`src/rtl/core/cbmt_pkg.sv`:
```
// Shared sizes and operation codes for the counter bank with max tracking.
package cbmt_pkg;

  localparam int NUM_COUNTERS = 16;
  localparam int COUNT_WIDTH  = 16;
  localparam int MAX_RESULTS  = 16;

  localparam int IDX_W  = $clog2(NUM_COUNTERS);
  localparam int PTR_W  = IDX_W + 1;
  localparam int HOLD_W = $clog2(NUM_COUNTERS + 1);
  localparam int RES_W  = $clog2(MAX_RESULTS + 1);
  localparam int LIM_W  = (HOLD_W > RES_W) ? HOLD_W : RES_W;

  localparam logic [2:0] OP_INC  = 3'd0;
  localparam logic [2:0] OP_DEC  = 3'd1;
  localparam logic [2:0] OP_CLR  = 3'd2;
  localparam logic [2:0] OP_READ = 3'd3;
  localparam logic [2:0] OP_LIST = 3'd4;

  localparam logic signed [COUNT_WIDTH-1:0] COUNT_TOP =
    {1'b0, {(COUNT_WIDTH - 1){1'b1}}};
  localparam logic signed [COUNT_WIDTH-1:0] COUNT_BOTTOM =
    {1'b1, {(COUNT_WIDTH - 1){1'b0}}};

endpackage

```
`src/rtl/core/counter_bank_with_max_tracking_unit.sv`:
```
// Counter bank with max tracking: top level, sequencer, counter memory and scan unit.
//
// A bank of NUM_COUNTERS saturating signed counters held in a small memory with a
// registered read port, plus the largest value and how many counters hold it.
// Increment, decrement and clear read the named counter in the accept cycle, update
// it in MODIFY, then rebuild the tracked maximum by a full pass over the memory, one
// counter per cycle through a single shared compare unit, and present the item from
// FINISH once the output register is free. Read skips the pass.
// Listing walks the same memory port, one counter per cycle, and gives one item
// per counter at the maximum in ascending index order (at most 16), with last set
// on the final one; it stalls while the output register is held. The input side
// is taken only while the sequencer is idle; a finished item may still be waiting
// in the output register when the next one is accepted.
module counter_bank_with_max_tracking_unit
  import cbmt_pkg::*;
(
  input  logic               clk,
  input  logic               rst,
  input  logic               in_valid,
  output logic               in_ready,
  input  logic [2:0]         operation,
  input  logic [3:0]         counter_index,
  output logic               out_valid,
  input  logic               out_ready,
  output logic signed [15:0] count_value,
  output logic signed [15:0] max_value,
  output logic [4:0]         max_holders,
  output logic [3:0]         listed_index,
  output logic               last
);

  typedef enum logic [2:0] {
    IDLE,
    MODIFY,
    SCAN,
    LIST,
    FINISH
  } state_t;

  state_t state;

  // counter memory
  logic signed [COUNT_WIDTH-1:0] mem [NUM_COUNTERS];
  logic [NUM_COUNTERS-1:0]       vld;
  logic signed [COUNT_WIDTH-1:0] rd_data;
  logic [IDX_W-1:0]              raddr;
  logic                          rd_en;
  logic                          wr_en;
  logic signed [COUNT_WIDTH-1:0] wr_data;

  logic [2:0]                    op_q;
  logic [IDX_W-1:0]              idx_q;
  logic signed [COUNT_WIDTH-1:0] cv;
  logic signed [COUNT_WIDTH-1:0] largest;
  logic [HOLD_W-1:0]             holders;
  logic [PTR_W-1:0]              ptr;
  logic                          dvalid;
  logic [IDX_W-1:0]              didx;
  logic [LIM_W-1:0]              n_emit;

  logic                          out_free;
  logic                          out_load;
  logic                          match;
  logic                          stall;
  logic                          fetch_more;
  logic                          scan_end;
  logic                          out_of_range;
  logic [LIM_W-1:0]              lim;
  logic                          last_hit;

  assign in_ready     = (state == IDLE);
  assign out_free     = !out_valid || out_ready;
  assign match        = dvalid && (rd_data == largest);
  assign stall        = (state == LIST) && match && !out_free;
  assign out_load     = ((state == LIST) && match && out_free) ||
                        ((state == FINISH) && out_free);
  assign rd_en        = !stall;
  assign fetch_more   = (ptr < PTR_W'(NUM_COUNTERS));
  assign scan_end     = dvalid && (didx == IDX_W'(NUM_COUNTERS - 1));
  assign out_of_range = (32'(counter_index) >= 32'(NUM_COUNTERS));
  assign raddr        = (state == IDLE) ? IDX_W'(counter_index) : ptr[IDX_W-1:0];
  assign wr_en        = (state == MODIFY) &&
                        (op_q == OP_INC || op_q == OP_DEC || op_q == OP_CLR);

  assign lim      = (LIM_W'(holders) > LIM_W'(MAX_RESULTS)) ? LIM_W'(MAX_RESULTS)
                                                            : LIM_W'(holders);
  assign last_hit = ((n_emit + LIM_W'(1)) == lim);

  always_comb begin
    case (op_q)
      OP_INC:  wr_data = (rd_data != COUNT_TOP) ? rd_data + COUNT_WIDTH'(1) : rd_data;
      OP_DEC:  wr_data = (rd_data != COUNT_BOTTOM) ? rd_data - COUNT_WIDTH'(1) : rd_data;
      OP_CLR:  wr_data = '0;
      default: wr_data = rd_data;
    endcase
  end

  // entries never written read as zero
  always_ff @(posedge clk) begin
    if (wr_en) begin
      mem[idx_q] <= wr_data;
    end
    if (rd_en) begin
      rd_data <= vld[raddr] ? mem[raddr] : '0;
    end
  end

  always_ff @(posedge clk) begin
    if (rst) begin
      vld <= '0;
    end else if (wr_en) begin
      vld[idx_q] <= 1'b1;
    end
  end

  always_ff @(posedge clk) begin
    if (rst) begin
      state     <= IDLE;
      out_valid <= 1'b0;
      largest   <= '0;
      holders   <= HOLD_W'(NUM_COUNTERS);
      ptr       <= '0;
      dvalid    <= 1'b0;
      n_emit    <= '0;
    end else begin
      if (out_load) begin
        out_valid <= 1'b1;
      end else if (out_ready) begin
        out_valid <= 1'b0;
      end

      // shared fetch for both scan kinds
      if ((state == SCAN || state == LIST) && !stall) begin
        if (fetch_more) begin
          ptr    <= ptr + PTR_W'(1);
          dvalid <= 1'b1;
          didx   <= ptr[IDX_W-1:0];
        end else begin
          dvalid <= 1'b0;
        end
      end

      case (state)
        IDLE: begin
          if (in_valid) begin
            op_q   <= operation;
            idx_q  <= IDX_W'(counter_index);
            ptr    <= '0;
            dvalid <= 1'b0;
            n_emit <= '0;
            if (operation == OP_LIST) begin
              state <= LIST;
            end else if (out_of_range) begin
              cv    <= '0;
              state <= FINISH;
            end else begin
              state <= MODIFY;
            end
          end
        end

        MODIFY: begin
          cv <= wr_data;
          if (wr_en) begin
            state <= SCAN;
          end else begin
            state <= FINISH;
          end
        end

        SCAN: begin
          if (dvalid) begin
            if (didx == '0 || rd_data > largest) begin
              largest <= rd_data;
              holders <= HOLD_W'(1);
            end else if (rd_data == largest) begin
              holders <= holders + HOLD_W'(1);
            end
          end
          if (scan_end) begin
            state <= FINISH;
          end
        end

        LIST: begin
          if (match && out_free) begin
            count_value  <= 16'(rd_data);
            max_value    <= 16'(largest);
            max_holders  <= 5'(holders);
            listed_index <= 4'(didx);
            last         <= last_hit;
            n_emit       <= n_emit + LIM_W'(1);
            if (last_hit) begin
              state <= IDLE;
            end
          end else if (!stall && scan_end) begin
            state <= IDLE;
          end
        end

        FINISH: begin
          if (out_free) begin
            count_value  <= 16'(cv);
            max_value    <= 16'(largest);
            max_holders  <= 5'(holders);
            listed_index <= '0;
            last         <= 1'b1;
            state        <= IDLE;
          end
        end

        default: state <= IDLE;
      endcase
    end
  end

endmodule
```
`config.mk`:
```
export PLATFORM = sky130hd
export DESIGN_NAME = counter_bank_with_max_tracking_unit
export DESIGN_NICKNAME = d
export VERILOG_FILES = /design/src/rtl/core/cbmt_pkg.sv /design/src/rtl/core/counter_bank_with_max_tracking_unit.sv
export SDC_FILE = /design/constraint.sdc
export NUM_CORES = 1
export LEC_CHECK = 0
export BUFFER_PORTS_ARGS = -buffer_cell sky130_fd_sc_hd__buf_2
export CORE_MARGIN = 3
export CORE_UTILIZATION = 25
export DETAILED_ROUTE_END_ITERATION = 8
export SLEW_MARGIN = 20
export SYNTH_ARGS = -nofsm -noshare
export SYNTH_HDL_FRONTEND = slang
export SYNTH_SLANG_ARGS = --single-unit
```
`constraint.sdc`:
```
create_clock -name clk -period 9.1 [get_ports clk]
set_clock_uncertainty 0.2 [all_clocks]
set_input_delay 0.455 -clock clk [delete_from_list [all_inputs] [get_ports clk]]
set_output_delay 0.455 -clock clk [all_outputs]
set_load 0.1 [all_outputs]
```
-- Word-level counts from Yosys, hierarchy flattened
Memory sizes are Yosys's and may differ from the RTL's. A register that Yosys moved wholly into a read port is not among the register bits.
Index checks and enable logic that the tools add are counted.
- register bits after elaboration: 121
- RAM bits: 256
- output and inout bits: 44
- memories kept: 1
- add/subtract/negate cells: 5
- $lt $le $gt $ge: 6
- equal/unequal tests: 18
- muxes and demuxes: 50
- bitwise logic cells: 2
- reduce and logical (&&, ||, !) cells: 37
- memories (memory ; words ; bits a word ; read ports ; clocked after Yosys merged registers in ; write ports ; RTL line ; text):
    mem ; 16 ; 16 ; 1 ; 1 ; 1 ; counter_bank_with_max_tracking_unit.sv:43 ; logic signed [COUNT_WIDTH-1:0] mem [NUM_COUNTERS];
- operators by type and width (operator ; number):
    two-way mux 16 bit ; 6
    case mux 16 bit (2 select lines) ; 2
    two-way mux 5 bit ; 11
    case mux 16 bit (3 select lines) ; 1
    != test 16 bit (second input constant) ; 2
    two-way mux 3 bit ; 7
    case mux 5 bit (2 select lines) ; 2
    adder 16 x 2 -> 16 bit (second input constant) ; 1
    equality test 16 bit ; 1
    greater-than comparator 16 bit ; 1
    OR 16 bit ; 1
    subtractor 16 x 2 -> 16 bit (second input constant) ; 1
    adder 5 x 1 -> 5 bit (second input constant) ; 3
    case mux 3 bit (5 select lines) ; 1
    AND reduction 3 bit ; 5
    two-way mux 1 bit ; 12
    two-way mux 4 bit ; 3
    logical AND 1 bit ; 11
    less-than comparator 4 x 5 -> 1 bit (second input constant) ; 2
    equality test 3 x 2 -> 1 bit (second input constant) ; 3
    case mux 4 bit (2 select lines) ; 1
    nonzero test 2 bit ; 4
    equality test 3 x 1 -> 1 bit (second input constant) ; 2
    equality test 3 bit (second input constant) ; 2
    21 further kinds ; 33

-- Logic depth before layout (Yosys ltp)
Gate-level depths: netlist of run 1.
- depth in word-level cells: 9
- gate-level depth with buffers: 12

-- Worst setup path before layout of run 1
No wires, ideal clock.
- path kind: register to register
- start point: register rd_data[15] (read register of mem)
- end point: register count_value[0] (enable)
- setup time: 0.493 ns
- data arrival time: 4.730 ns
- setup slack: 3.677 ns
- cell stages (with the launch flop): 7
- cells stage by stage: edfxtp_1 -> ha_1 -> nand3_1 -> or4_1 -> nor3_1 -> a21oi_1 -> nor3_1
- word-level cells in the longest chain between the ends: 5
- ends and longest elaborated chain (what ; RTL line ; text):
    from (decl) ; counter_bank_with_max_tracking_unit.sv:45 ; logic signed [COUNT_WIDTH-1:0] rd_data;
    equality test 16 bit ; counter_bank_with_max_tracking_unit.sv:73 ; assign match = dvalid && (rd_data == largest);
    logical AND 1 bit ; counter_bank_with_max_tracking_unit.sv:73 ;
    logical AND 1 bit ; counter_bank_with_max_tracking_unit.sv:186 ; if (match && out_free) begin
    != test 2 x 1 -> 1 bit (no source line) ; -- ;
    AND reduction 4 bit (no source line) ; -- ;
    to (signal assigned) ; counter_bank_with_max_tracking_unit.sv:187 ; count_value <= 16'(rd_data);
    to (signal assigned) ; counter_bank_with_max_tracking_unit.sv:203 ; count_value <= 16'(cv);
    to (decl) ; counter_bank_with_max_tracking_unit.sv:25 ; output logic signed [15:0] count_value,
No other way between the ends.
A chain may end at the register's enable or synchronous reset.

-- Worst setup path after layout of run 1
- start point: register rd_data[6] (read register of mem)
- end point: register count_value[4] (enable)
The elaborated chain is that of the path after synthesis.

==> run metrics, run 1 <==
status=completed; initial core utilization=25.3%; commonest non-fill, non-tap cells in the layout=edfxtp_1, nand2_1, a21oi_1, mux2i_1, nor2_1; Cell variety after synth=73; core area=around 67000 sq um; final worst slack=4.99 ns; # clock sinks=393; largest net degree at the start of global routing=77; crit end category=register; port bufs=54; RePlAce Congestion=0.836; peak supply drop=0.000155 V; Max Cap Viol=0; Layout area overhead=16.5%; Top FF cell, synth=edfxtp_1; Post-CTS Setup Bufs=0; IO Count=55; Post-Place Setup Slack=4.97 ns; sequential share of the synthesized area=66.3%; number of buffers created by CTS=41; # DRC=0; Setup Viol. Count Final=0; Worst setup startpoint=rd_data[6]; clock-pin slew on the worst setup and hold paths=0.06 ns; CTS root buffer=clkbuf_16; Synthesized Nets=1426; Rows=95; commonest non-fill, non-tap cell in the layout=edfxtp_1; hold_sp=counter_index[1]; CP max FO=36; clk_lat worst skew=0.56 ns; Slew HR=between 20 and 30%; Synth Instances=1393; # H-tree levels=2; Vias per Instance=4.77; post-synth top area share=60.2%; number of antenna violations at the first check in global routing=0; RSZ-0062 raised after global routing=no; fmax=243 MHz; slew of the pin with the lowest slew margin=1.07 ns; fin cells=roughly 2400; vias in the first global route=10994; Final Cycle Share=roughly 45%; Die Wd=267 microns; critical path type=reg2reg; Antenna Nets Post-Route=0; PD cells=305 nW/um^2; EDFF count, synth=341; min Tclk post-route=4.11 ns; Leak=6.87 nW; Mapped Area=roughly 17000 sq um; DR vias=11306; final hold vios=0; Setup TNS Final=0 ns; WP data required=9.08 ns; dpl cells=2288; wire per inst=17.9 microns; Layout fillers=6767; gr ovfl total=0; largest area contributor in the synthesized netlist=edfxtp_1; largest cells by area after synthesis=edfxtp_1, dfxtp_1, nand2_1; Min Hold Slack=about 0.086 ns; Core Util, Final=29.5%; Die H=~270 microns; drt first pass iters=5; ANT cells=0; hold crit path type=in2reg; TritonCTS clock tree=yes; DRT iter0 DRCs=1089; Clock Path Buffers=3; Synth Area per Inst=12.2 sq um; footprint of the multi-input gates=5360 sq um; drt total wl=42500 microns; YS warnings=0; crit start category=register; global-route wire length before repair=64900 microns; Nets=1498; die area=71200 sq um; RR Startpoint=rd_data[6]; fraction of registers with async set/reset=0%; #FFs+latches synth=393; GRT Total Usage=a little under an eighth; Register Area=~11000 sq um; Post-DP HPWL=around 28000 microns; final slew viol count=0; proportion of layout cells with a drive suffix above 1=13.4%; CP arrival=roughly 4 ns
per-layer routing:
layer	up-vias	wire length, microns	track usage, %
li1	5314	-	-
met3	74	2610	2.05
met4	0	1110	3.69
met2	347	20200	19.6
met1	5571	18600	15.3
met5	-	0	0
cells in the mapped netlist (5+ instances only):
library cell and number:
nor2_1 75, nand2_1 267, edfxtp_1 341, nand3_1 24, a31oi_1 21, nand2b_1 5
clkbuf_1 43, inv_1 32, o22a_1 16, mux2_2 15, dfxtp_1 52, xnor2_1 5
mux2i_1 75, nor4_1 25, nor3_1 27, nor2b_1 10, a21oi_1 138, o21ai_0 36
or3_1 12, nand3b_1 7, o211ai_1 7, o21a_1 16, ha_1 22, nand4_1 11
buf_2 15
final cells by class:
type | count | area share [%]
clock inverters | 24 | 1.29
flip-flops and latches | 393 | 56.9
clock buffers | 52 | 5.54
multi-input cells | 899 | 27.0
well taps | 873 | 5.51
repair buffers | 97 | 3.07
inverters | 33 | 0.638
worst paths after layout:
check / depth (start not counted) / endpoint / slack [ns]
worst min-delay path: 1 / idx_q[1] / 0.09
worst max-delay path: 7 / count_value[4] / 4.99
worst max register to register: 7 / count_value[4] / 4.99
worst min register to register: 0 / max_value[5] / 0.26
metrics by stage:
stage / area, sq um / total power [mW]
2_1_floorplan: 17000 / 3.82
3_3_place_gp: 18400 / 4.36
3_5_place_dp: 18400 / 4.40
4_1_cts: 19800 / 6.07
5_1_grt: 19800 / 6.36
6_report: 19800 / 6.04
critical path, stage by stage (launching register included):
cell	delay, ns
edfxtp_1	0.63
ha_1	0.42
nand4_1	0.24
or4_1	0.66
nor3_1	0.26
a21oi_1	0.15
nor3_2	0.60
buf_4	0.54
registers in the layout, indices dropped and copies added, names as in the netlist:
register and cells:
mem 256, count_value 16, cv 16, largest 16, max_value 16, rd_data 16
vld 16, holders 5, max_holders 5, n_emit 5, ptr 5, didx 4
idx_q 4, listed_index 4, op_q 3, state 3, dvalid 1, last 1
out_valid 1
what timing repair did:
item | in CTS | in global routing
hold buffers | 6 | 0
resized for setup | 0 | 0
endpoints found under the hold margin | 6 | 0
report_power, final:
part / switching [mW] / internal [mW]
Combinational: 1.43 / 0.591
Clock: 0.704 / 0.956
Sequential: 0.119 / 2.25
cells by family after synthesis:
kind of cell	after synthesis	share of synthesized area, %
AO/OA/AOI/OAI	278	9.96
flip-flops	393	66.3
AND/OR/NAND/NOR	498	13.5
buffers and inverters	101	2.63
adder cells (fa/ha/maj)	22	1.62
multiplexers	92	5.57
XOR/XNOR	9	0.463
Power figures use the tool's default switching activity.
==> run 2: changes to the inputs <==
--- a/config.mk
+++ b/config.mk
@@ -5,6 +5,7 @@
 export SDC_FILE = /design/constraint.sdc
 export NUM_CORES = 1
 export LEC_CHECK = 0
+export ABC_AREA = 1
 export BUFFER_PORTS_ARGS = -buffer_cell sky130_fd_sc_hd__buf_2
 export CORE_MARGIN = 3
 export CORE_UTILIZATION = 25
==> constraint.sdc (replaced) <==
create_clock -name clk -period 4.2 [get_ports clk]
set_clock_uncertainty 0.2 [all_clocks]
set_input_delay 0.21 -clock clk [delete_from_list [all_inputs] [get_ports clk]]
set_output_delay 0.21 -clock clk [all_outputs]
set_load 0.1 [all_outputs]
==> run 2 against run 1 <==
Sequential share of layout area is 1.1 points lower. Non-clock buffer count is 18 higher. Die area is 0.83% higher. Clock-buffer cell count is 7 higher. Sequential power is 110% higher. Critical endpoint is now mem[12][9]. Core utilization is 0.46 points higher. Final cell count is 8.6% higher. Design area is 1.9% higher.
==> run metrics, run 2 <==
# clock sinks=393 (unchanged); Mapped Area=17200 sq um (+0.85%); Synth Instances=1583 (+14%); WP data required=4.12 ns (-4.96 ns); number of buffers created by CTS=43 (+4.9%); RSZ-0062 raised after global routing=no; YS warnings=0 (unchanged); Clock Path Buffers=3 (unchanged); drt first pass iters=5 (unchanged); TritonCTS clock tree=yes; peak supply drop=0.000291 V (+88%); DR vias=12017 (+6.3%); Synthesized Nets=1616 (+13%); CP arrival=3.42 ns (-0.67 ns); initial core utilization=25.4% (+0.12 points); Post-DP HPWL=28700 microns (+3.8%); crit end category=register; number of antenna violations at the first check in global routing=0 (unchanged); clk_lat worst skew=0.57 ns (about the same); Final Cycle Share=83.4% (+38 points); largest area contributor in the synthesized netlist=edfxtp_1; critical path type=reg2reg; Layout area overhead=17.8%; IO Count=55 (unchanged); final hold vios=0 (unchanged); Synth Area per Inst=10.8 sq um (-11%); Hold Path Sink=idx_q[1]; # H-tree levels=2 (unchanged); core area=67500 sq um (+0.35%); Setup TNS Final=0 ns (unchanged); die area=71800 sq um (+0.83%); Die Wd=268 microns (+0.41%); Max Cap Viol=0 (unchanged); vias in the first global route=11673 (+6.2%); sequential share of the synthesized area=65.8% (-0.56 points); commonest non-fill, non-tap cell in the layout=edfxtp_1; CP dominant cell by count=nand3_1; most common cell in the netlist=edfxtp_1; RePlAce Congestion=0.846 (+1.3%); Leak=7.38 nW (+7.4%); ANT cells=0 (unchanged); hold crit path type=in2reg; DRT iter0 DRCs=1045 (-4.0%); slew of the pin with the lowest slew margin=0.965 ns (-0.101 ns); max reg flops=256 (unchanged); Slowest cell on crit path=edfxtp_1; commonest non-fill, non-tap cells in the layout=edfxtp_1, nand2_1, nor2_1, o21ai_0, inv_1; Cell variety after synth=44 (-40%); PD cells=574 nW/um^2 (+88%); GRT Total Usage=12.6% (+0.96 points); Nets=1701 (+14%); Rows=95 (unchanged); largest net degree at the start of global routing=78 (+1.3%); CP max FO=17 (-53%); critical path, cell by cell=inv_1 -> ha_1 -> nand3_2 -> nor3_1 -> nand3_2 -> nand2_1 -> nor3_1 -> nand3_1 -> nand2_1 -> nand3_1 -> nand3_1; status=completed; Worst R2R Setup Slack=0.70 ns (-4.29 ns); Post-Place Setup Slack=0.707 ns (-4.26 ns); drt total wl=45500 microns (+7.1%); # DRC=0 (unchanged); leading post-synthesis cells by instance count=edfxtp_1, nor2_1, nand2_1; R2R depth=11 (+4); Antenna Nets Post-Route=0 (unchanged); CTS root buffer=clkbuf_16; r2r endpoint=mem[12][9]; global-route wire length before repair=69500 microns (+7.1%); final worst slack=0.699 ns (-4.29 ns); Top FF cell, synth=edfxtp_1; final slew viol count=0 (unchanged); fraction of registers with async set/reset=0% (unchanged); hold_sp=counter_index[1]; wire per inst=17.7 microns (-1.4%); Die H=268 microns (+0.41%); Vias per Instance=4.66 (-2.2%); RR Startpoint=rd_data[0]; port bufs=54 (unchanged); clock-pin slew on the worst setup and hold paths=0.06 ns (about the same); Crit path max-delay family=simple AND/OR/NAND/NOR gates; fmax=286 MHz (+17%); Post-CTS Setup Bufs=0 (unchanged); CP peak stage delay=0.51 ns (-0.15 ns); proportion of layout cells with a drive suffix above 1=12.0% (-1.4 points); Worst Hold Depth=2 (+1); min Tclk post-route=3.50 ns (-0.608 ns); post-synth top area share=59.7% (-0.50 points); largest cells by area after synthesis=edfxtp_1, dfxtp_1, o21ai_0; Bufs and invs on worst path=1 (unchanged); Setup Viol. Count Final=0 (unchanged); #FFs+latches synth=393 (unchanged); EDFF count, synth=341 (unchanged); crit start category=register; gr ovfl total=0 (unchanged); Top reg by flops=mem; Slew HR=35.3% (+7.9 points)
run 2: cell count changes in the layout (fill, tap and decap cells not counted), sizes merged, moves of 19 or more:
| cell | delta |
|---|---|
| o21ai | +179 |
| inv | +149 |
| nor2 | +139 |
| a21oi | -91 |
| o211ai | +75 |
| mux2i | -67 |
| nand2 | -50 |
| nor4 | -25 |
| a31oi | -19 |
run 2: through the flow:
| stage | std cells | area, sq um | util (%) | hold WS [ns] | power, mW |
|---|---|---|---|---|---|
| floorplan | 1583 | 17200 | - | 0.109 | 6.88 |
| global placement | 2484 | 18600 | 27.6 | 0.208 | 7.74 |
| detailed placement | 2485 | 18600 | 27.6 | 0.205 | 7.80 |
| CTS | 2576 | 20200 | 29.9 | 0.165 | 11.7 |
| global route | 2576 | 20200 | 29.9 | 0.178 | 12.2 |
| finish | 2576 | 20200 | 29.9 | 0.178 | 11.6 |
run 2: cells by family (layout without fill, tap and decap cells):
kind of cell	count (synthesis)	count (layout)	share of synthesized area, %
AOI/OAI and AO/OA	374	374	12.7
adders and majority gates	22	22	1.60
buffers and inverters	260	380	6.53
and+or+nand+nor	511	511	12.2
muxes	10	10	0.583
DFF	393	393	65.8
xor gates and xnor gates	13	13	0.664
run 2: layout make-up:
cell class / instances / area [sq um]
flip-flops and latches: 393 / 11300
clock buffers: 59 / 1180
multi-input cells: 930 / 4840
repair buffers: 115 / 838
inverters: 185 / 694
well taps: 873 / 1090
fillers: 6865 / 47300
clock inverters: 21 / 279
run 2: report_power, final:
part	total, mW	switching [mW]	internal [mW]
logic	2.77	1.98	0.790
registers	4.94	0.237	4.71
clock network	3.88	1.54	2.34
run 2: worst max path at each step:
| stage | from | to | slack (ns) | cells after the start |
|---|---|---|---|---|
| 2_1_floorplan | rd_data[5] | count_value[0] | 0.67 | 9 |
| 3_3_place_gp | rd_data[0] | mem[7][13] | 0.72 | 11 |
| 3_5_place_dp | rd_data[0] | mem[6][13] | 0.71 | 11 |
| 4_1_cts | rd_data[0] | mem[10][13] | 0.67 | 11 |
| 5_1_grt | rd_data[0] | mem[2][13] | 0.38 | 11 |
| 6_report | rd_data[0] | mem[12][9] | 0.70 | 11 |
run 2: routing by layer:
layer  up-vias  part of all wire (%)  GRT usage (%)
met5         -                     0              0
met4         0                   2.8           4.79
met3        82                   6.5           2.07
met2       420                    48           21.5
met1      5829                    42           16.1
li1       5686                     -              -
run 2: what timing repair did:
action	in CTS	in global routing
resized for setup	0	0
hold endpoints to repair	35	0
hold buffers	11	0
==> run 3: changes to the inputs <==
==> constraint.sdc (replaced) <==
create_clock -name clk -period 3.2 [get_ports clk]
set_clock_uncertainty 0.2 [all_clocks]
set_input_delay 0.16 -clock clk [delete_from_list [all_inputs] [get_ports clk]]
set_output_delay 0.16 -clock clk [all_outputs]
set_load 0.1 [all_outputs]
==> run 3 against run 2 <==
Non-clock buffer count is 40 higher. Sequential power increased by 28%. Core utilization rose by 0.41 points. Combinational power grew 45%. Clock power rose by 24%. Hold slack lost 0.044 ns. Highest routed layer unchanged. Critical path type unchanged. Maximum frequency up 19%.
==> run metrics, run 3 (synthesized netlist as in run 2, its figures left out) <==
final hold vios=0 (unchanged); hold_sp=counter_index[3]; Setup TNS Final=0 ns (unchanged); RePlAce Congestion=0.865 (+2.2%); clk_lat worst skew=0.57 ns (about the same); Layout fillers=6898 (+0.48%); slew of the pin with the lowest slew margin=0.855 ns (-0.110 ns); Worst R2R Setup Slack=0.25 ns (-0.44 ns); Layout area overhead=19.4%; status=completed; die area=71800 sq um (unchanged); number of buffers created by CTS=43 (unchanged); final slew viol count=0 (unchanged); critical path type=reg2reg; CP max FO=32 (+15); Nets=1741 (+2.4%); Setup Viol. Count Final=0 (unchanged); PD cells=740 nW/um^2 (+29%); Top reg by flops=mem; Clock Path Buffers=3 (unchanged); Worst Hold Depth=2 (unchanged); proportion of layout cells with a drive suffix above 1=14.1% (+2.0 points); commonest non-fill, non-tap cells in the layout=edfxtp_1, nand2_1, nor2_1, o21ai_0, inv_1; GRT Total Usage=12.6% (-0.028 points); wire per inst=17.2 microns (-2.8%); Rows=95 (unchanged); largest net degree at the start of global routing=69 (-12%); Hold Path Sink=idx_q[3]; Leak=7.53 nW (+2.1%); drt first pass iters=5 (unchanged); vias in the first global route=11722 (+0.42%); Slew HR=42.6% (+7.4 points); global-route wire length before repair=69500 microns (about the same); min Tclk post-route=2.95 ns (-0.555 ns); drt total wl=44900 microns (-1.3%); CP arrival=3.00 ns (-0.42 ns); part of the power in the clock network=31.7% (-1.8 points); net switching power=4.95 mW (+32%); WP data required=3.25 ns (-0.87 ns); DR vias=11933 (-0.70%); RSZ-0062 raised after global routing=no; Antenna Nets Post-Route=0 (unchanged); Register Area=11300 sq um (unchanged); internal power=10.2 mW (+30%); hold crit path type=in2reg; Vias per Instance=4.56 (-2.2%); core area=67500 sq um (unchanged); Die H=268 microns (unchanged); footprint of the multi-input gates=4840 sq um (-0.10%); Cell Area, Placed=19000 sq um (+1.8%); sequential power share=41.7% (-0.9 points); crit end category=register; max reg flops=256 (unchanged); # DRC=0 (unchanged); initial core utilization=25.4% (unchanged); # clock sinks=393 (unchanged); Die Wd=268 microns (unchanged); number of antenna violations at the first check in global routing=0 (unchanged); DRT iter0 DRCs=917 (-12%); R2R depth=10 (-1); Max Cap Viol=0 (unchanged); fmax=339 MHz (+19%); port bufs=54 (unchanged); commonest non-fill, non-tap cell in the layout=edfxtp_1; clock-pin slew on the worst setup and hold paths=0.06 ns (about the same); gr ovfl total=0 (unchanged); peak supply drop=0.000334 V (+15%); TritonCTS clock tree=yes; CTS root buffer=clkbuf_16; # H-tree levels=2 (unchanged); Post-DP HPWL=28700 microns (+0.18%); RR Startpoint=rd_data[5]; r2r endpoint=count_value[6]; IO Count=55 (unchanged); Final Cell Area=20500 sq um (+1.4%); Logic pwr share=26.5% (+2.6 points); Sw Ratio=32.6% (+0.22 points); crit start category=register; Final Cycle Share=92.1% (+8.7 points)
run 3: changes by cell type in the layout (fill, tap and decap cells not counted), sizes merged:
| cell | change |
|---|---|
| inv | -1 |
| dlygate4sd3 | +1 |
| clkinvlp | +5 |
| diode | +1 |
| bufinv | -3 |
| clkinv | +4 |
| clkbuf | -7 |
| buf | +39 |
run 3: power by group through the flow:
stage / Sequential [mW] / Combinational (mW) / Clock (mW)
6_report: 6.33 / 4.02 / 4.81
2_1_floorplan: 6.53 / 2.50 / 0
4_1_cts: 6.33 / 4.04 / 4.93
3_3_place_gp: 6.43 / 3.97 / 0
3_5_place_dp: 6.44 / 4.01 / 0
5_1_grt: 6.35 / 4.51 / 5.14
run 3: layout make-up:
class,instances,area share (%)
diodes,1,0.0122
flip-flops and latches,393,55.1
repair buffers,155,5.84
clock buffers,52,5.52
multi-input cells,930,23.6
inverters,185,3.39
well taps,873,5.33
clock inverters,26,1.20
run 3: worst max-delay path by stage:
stage / start / endpoint / slack (ns) / cells past startpoint
final: rd_data[5] / count_value[6] / 0.25 / 10
after global routing: rd_data[5] / count_value[3] / 0.09 / 10
after CTS: rd_data[5] / out_valid / 0.14 / 10
after detailed placement: rd_data[1] / mem[13][15] / 0.18 / 11
after global placement: rd_data[5] / count_value[3] / 0.18 / 10
after floorplan: rd_data[5] / count_value[0] / -0.30 / 9
run 3: layer usage:
metal  vias to the layer above  global-route usage, %  wire (microns)
li1                       5774                      -               -
met1                      5750                   15.4           18700
met4                         0                   4.45            1250
met5                         -                      0               0
met2                       333                   22.5           22600
met3                        76                   2.01            2410
run 3: what timing repair did:
action	4_1_cts	5_1_grt
setup buffers	0	0
gates resized for setup	0	1
hold buffers	12	0
endpoints found under the setup margin	0	1
endpoints found under the hold margin	35	0
run 3: worst max-delay path: stages, from the launching register on:
cell,delay (ns)
edfxtp_1,0.54
ha_1,0.38
nand2_1,0.06
nor2_1,0.11
nand2_1,0.10
nor3_2,0.28
nand2_1,0.14
o21ai_1,0.15
inv_1,0.09
a2111oi_4,0.32
buf_12,0.25
run 3: through the flow:
step	setup WS (ns)	instances	total power [mW]	util [%]	hold slack, ns
3_3_place_gp	0.176	2523	10.4	28.1	0.162
5_1_grt	0.0862	2614	16.0	30.3	0.122
2_1_floorplan	-0.298	1583	9.03	-	0.0589
3_5_place_dp	0.185	2523	10.4	28.1	0.159
6_report	0.254	2615	15.2	30.3	0.134
4_1_cts	0.144	2613	15.3	30.3	0.0994
